==> config.mk <==
export PLATFORM = sky130hd
export DESIGN_NAME = web_chain
export DESIGN_NICKNAME = d
export VERILOG_FILES = /design/src/rtl/web_pkg.sv /design/src/rtl/web_cell.sv /design/src/rtl/web_chain.sv
export SDC_FILE = /design/constraint.sdc
export NUM_CORES = 2
export LEC_CHECK = 0
export ABC_AREA = 0
export BUFFER_PORTS_ARGS = -buffer_cell sky130_fd_sc_hd__buf_2
export CORE_MARGIN = 2
export CORE_UTILIZATION = 55
export CTS_CLUSTER_SIZE = 30
export DETAILED_ROUTE_END_ITERATION = 16
export PLACE_DENSITY = 0.74
export REMOVE_ABC_BUFFERS = 1
export SLEW_MARGIN = 30
export SYNTH_ARGS = -nofsm -noshare
export SYNTH_HDL_FRONTEND = slang
export SYNTH_SLANG_ARGS = --single-unit
==> constraint.sdc <==
create_clock -name clk -period 60.2 [get_ports clk]
set_input_delay 9.03 -clock clk [delete_from_list [all_inputs] [get_ports clk]]
set_output_delay 9.03 -clock clk [all_outputs]
set_load 0.005 [all_outputs]
==> src/rtl/web_pkg.sv <==
// Shared types and constants for the EAPOL BSSID filter.
package web_pkg;

  localparam int unsigned TableEntriesDefault = 32;
  localparam logic [63:0] EapolSnap = 64'hAAAA03000000888E;
  localparam logic [7:0] TypeData = 8'h08;
  localparam logic [7:0] TypeQos = 8'h88;
  localparam logic [7:0] TypeBeacon = 8'h80;
  localparam logic [1:0] DsToAp = 2'b01;
  localparam logic [1:0] DsNone = 2'b00;
  localparam logic [11:0] PosMax = 12'd4095;
  localparam logic [11:0] NeedQos = 12'd34;
  localparam logic [11:0] NeedData = 12'd32;
  localparam logic [11:0] NeedBeacon = 12'd22;
  localparam logic RegMode = 1'b0;
  localparam logic RegHeaderLen = 1'b1;

  typedef enum logic [1:0] {
    ST_RECV,
    ST_SCAN,
    ST_DONE
  } state_t;

  // One lookup request walking down the cell chain.
  typedef struct packed {
    logic        active;
    logic        collect;
    logic        eapol;
    logic        beacon;
    logic [47:0] bssid;
    logic        found;
    logic        free_seen;
    logic        wrote;
    logic        keep_beacon;
  } probe_t;

  typedef struct packed {
    logic        keep_eapol;
    logic        keep_beacon;
    logic        is_eapol;
    logic        new_network;
    logic        table_full;
    logic [47:0] bssid;
  } result_t;

endpackage

==> src/rtl/web_cell.sv <==
// One table entry: compares, records and passes the request to the next cell.
module web_cell (
  input  logic            clk,
  input  logic            rst,
  input  logic            clear,
  input  web_pkg::probe_t probe_in,
  output web_pkg::probe_t probe_out
);
  import web_pkg::*;

  logic [47:0] entry;
  logic        valid;
  logic        saved;
  logic        hit;
  logic        take;
  probe_t      probe_next;

  assign hit  = probe_in.active && valid && entry == probe_in.bssid;
  // The first free cell is claimed only if no valid entry anywhere holds the BSSID,
  // so the decision to write waits for the whole chain: a first pass finds,
  // and the write happens as the request passes the first free cell.
  assign take = probe_in.active && probe_in.collect && probe_in.eapol && !probe_in.found
                && !probe_in.free_seen && !valid;

  always_comb begin
    probe_next = probe_in;
    if (hit) begin
      probe_next.found = 1'b1;
      if (!probe_in.collect && probe_in.beacon && !saved) probe_next.keep_beacon = 1'b1;
    end
    if (probe_in.active && !valid) probe_next.free_seen = 1'b1;
    if (take) probe_next.wrote = 1'b1;
  end

  always_ff @(posedge clk) begin
    if (rst || clear) begin
      valid <= 1'b0;
      saved <= 1'b0;
    end else begin
      if (take) begin
        valid <= 1'b1;
        saved <= 1'b0;
      end
      if (hit && !probe_in.collect && probe_in.beacon) saved <= 1'b1;
    end
    if (take) entry <= probe_in.bssid;
  end

  always_ff @(posedge clk) begin
    if (rst) probe_out.active <= 1'b0;
    else probe_out <= probe_next;
  end
endmodule

==> src/rtl/web_chain.sv <==
// Row of table cells that a request walks through: a lookup pass, then, when needed, a write pass.
module web_chain #(
  parameter int unsigned TABLE_ENTRIES = web_pkg::TableEntriesDefault
) (
  input  logic            clk,
  input  logic            rst,
  input  web_pkg::probe_t head,
  output web_pkg::probe_t tail
);
  import web_pkg::*;

  probe_t link [TABLE_ENTRIES+1];

  assign link[0] = head;
  assign tail = link[TABLE_ENTRIES];

  for (genvar g = 0; g < TABLE_ENTRIES; g++) begin : g_cell
    web_cell u_cell (
      .clk(clk), .rst(rst), .clear(1'b0),
      .probe_in(link[g]), .probe_out(link[g+1])
    );
  end
endmodule
==> impl_metrics.json <==
{
  "synthArstFlopShare_pct": 0,
  "finClkSkew_ns": 0.0711,
  "yosys_warnings": 0,
  "synth_edf_count": 3296,
  "drtIter0Drc": 6746,
  "syn_to_final_growth_pct": 12.9,
  "clockRootBuffer": "clkbuf_16",
  "outcome": "finished, final reports clean",
  "ys_types": 61,
  "p_per_area_nw_per_um2": 35.4,
  "cts.repair.resized": 0,
  "grt_max_degree": 199,
  "setup_tns_ns": 0,
  "drcViolationCount": 0,
  "cts_setup_buffers": 0,
  "nets": 7136,
  "fmax_ghz": 0.0783,
  "wl_um": 253000,
  "cap_violations": 0,
  "antenna_found_initial": 12,
  "hold_path_class": "flop to flop",
  "rr_endpoint": "g_cell[1].u_cell.probe_out[0]",
  "cts.sink_count": 3392,
  "syn_area_um2": 123000,
  "yosysSeqAreaShare_pct": 81.7,
  "fin_util_pct": 62.6,
  "clk_path_buf_depth": 4,
  "cts-buffers-inserted": 343,
  "r2r_slack_ns": 57.33,
  "syn_area_per_cell_um2": 18.8,
  "crit_fanout": 121,
  "fin_cells": 10300,
  "multi_input_area_um2": 21900,
  "arrival_ns": 13.28,
  "seq_area_um2": 101000,
  "rsz0062_at_grt": "false",
  "die_y_um": 478,
  "hold_start": "g_cell[19].u_cell.probe_out[8]",
  "ys_ff_latch": 3392,
  "dp.cells": 9705,
  "drv_slew": 0,
  "synthCells": 6569,
  "p_leak_uw": 0.0454,
  "hold_viol_final": 0,
  "yosys_most_used_dff": "edfxtp_1",
  "die_w_um": 478,
  "hold_buffers": 0,
  "critPathCaptureType": "flop",
  "drtAntennaViolNets": 0,
  "hold_end": "g_cell[20].u_cell.probe_out[8]",
  "path_class": "primary input to flop",
  "core_um2": 223000,
  "path_clk_slew_ns": 0.06,
  "cts_tree": "yes",
  "htreeDepth": 5,
  "place_congestion": 0.894,
  "worst_ir_drop_vdd_mv": 0.0233,
  "grt.overflow.total": 0,
  "core.rowCount": 173,
  "grt_pass1_vias": 58100,
  "wl_per_cell_um": 24.5,
  "start_util_pct": 55.4,
  "period_needed_ns": 12.77,
  "slew_headroom_pct": 29.9,
  "r2r_cells": 5,
  "crit_path_start_kind": "primary input",
  "fillers": 14900,
  "viasPerCell": 5.70,
  "critPathRequiredTime_ns": 60.72,
  "period_share_pct": 21.2,
  "tightest_slew_ns": 1.04,
  "port_buffers": 113,
  "rr_startpoint": "g_cell[0].u_cell.probe_out[28]",
  "gr-usage-all-layers_pct": 21.9,
  "hpwlAfterDp_um": 174000,
  "layout-drive-gt1-share_pct": 9.78,
  "ios": 114,
  "clk_latency_ns": 0.94,
  "setup_viol": 0,
  "hold_depth": 0,
  "firstDrtPassIters": 5,
  "vias": 58700,
  "design.die.area_um2": 228000,
  "grt_pass1_wl_um": 375000
}
[cell usage in the layout, fill, tap and decap left out, types with 19 or more instances in the layout]
cell and instances:
nor3_1 39, buf_4 53, nor2b_1 98, clkinv_1 63, o22ai_1 46, nand2b_1 286, bufinv_16 34, clkinv_2 56
xor2_1 550, nand4_1 305, inv_1 219, buf_2 112, clkbuf_1 71, a21o_1 19, dfxtp_1 96, nand3_1 67
nor2_1 118, nor4_1 220, nor4_2 27, clkbuf_16 349, edfxtp_1 3296, or2_2 25, xnor2_1 752, o2111ai_1 35
nand2_1 99
[report_power, final]
group          internal [uW]  switching [uW]  leakage (uW)
clock network           1220             849       0.00532
logic                   42.0            64.9       0.00827
registers               2670            83.5        0.0318
[Yosys cell counts (12+ instances only)]
cell type  number  area, um2
a2111o_1       12        135
a2111oi_0      14        123
a21o_1         19        143
a22o_1         12        105
dfxtp_1        96       1920
edfxtp_1     3296      99000
inv_1         222        833
nand2_1        99        372
nand2b_1      286       1790
nand3_1        67        335
nand4_1       305       1910
nand4b_1       12        105
nor2_1        118        443
nor2b_1        98        613
nor3_1         39        195
nor4_1        251       1570
o2111ai_1      35        307
o21bai_1       16        120
o22ai_1        46        288
o31ai_1        17        128
o32ai_1        16        140
or2_2          25        156
xnor2_1       752       6590
xor2_1        550       4820
[logic make-up after synthesis]
kind of cell              synth area share, %
xor gates and xnor gates                 9.23
and+or+nand+nor                          6.48
AOI/OAI and AO/OA                        1.87
buffers and inverters                   0.714
DFF                                      81.7
[worst max path at each step]
| stage | end | slack [ns] | startpoint |
|---|---|---|---|
| global route | g_cell[17].u_cell.probe_out[41] | 47.15 | rst |
| detailed placement | g_cell[17].u_cell.probe_out[20] | 46.03 | rst |
| CTS | g_cell[17].u_cell.probe_out[41] | 47.01 | rst |
| finish | g_cell[17].u_cell.probe_out[46] | 47.43 | rst |
| global placement | g_cell[17].u_cell.probe_out[17] | 46.15 | rst |
| floorplan | g_cell[10].u_cell.saved | 14.14 | rst |
[metal layers]
metal | part of all wire (%) | track usage, % | wire (um) | vias up
met3 | 7.7 | 4.55 | 19500 | 400
met5 | 0.0028 | 0 | 7 | -
met2 | 47 | 33.6 | 118000 | 2341
li1 | - | - | - | 26200
met1 | 43 | 32.3 | 109000 | 29800
met4 | 2.3 | 5.81 | 5920 | 2
[per-stage QoR]
step | hold WS (ns) | power (uW) | setup slack [ns] | cell area, um2
final | 0.444 | 4930 | 47.43 | 139000
after global routing | 0.458 | 5070 | 47.15 | 139000
after CTS | 0.441 | 4970 | 47.01 | 139000
after detailed placement | 0.439 | 2910 | 46.03 | 128000
after global placement | 0.433 | 2910 | 46.15 | 128000
after floorplan | 0.418 | 2920 | 14.14 | 123000
[sequential cells by signal, indices dropped and copies added (netlist names)]
register / flops
g_cell.u_cell.probe_out: 1792
g_cell.u_cell.entry: 1536
g_cell.u_cell.saved: 32
g_cell.u_cell.valid: 32
[layout make-up]
cell class / instances / share of cell area, %
flip-flops and latches: 3392 / 72.4
multi-input cells: 2942 / 15.7
clock buffers: 431 / 6.56
well taps: 2975 / 2.67
clock inverters: 170 / 1.22
repair buffers: 177 / 0.838
inverters: 222 / 0.603
diodes: 1 / 0.00179
[worst max-delay path, cell delays in order]
cell	delay, ns
buf_4	0.24
inv_8	0.61
buf_12	0.50
buf_16	0.44
buf_4	0.82
buf_6	0.68
buf_6	0.64
Power figures use the tool's default switching activity.
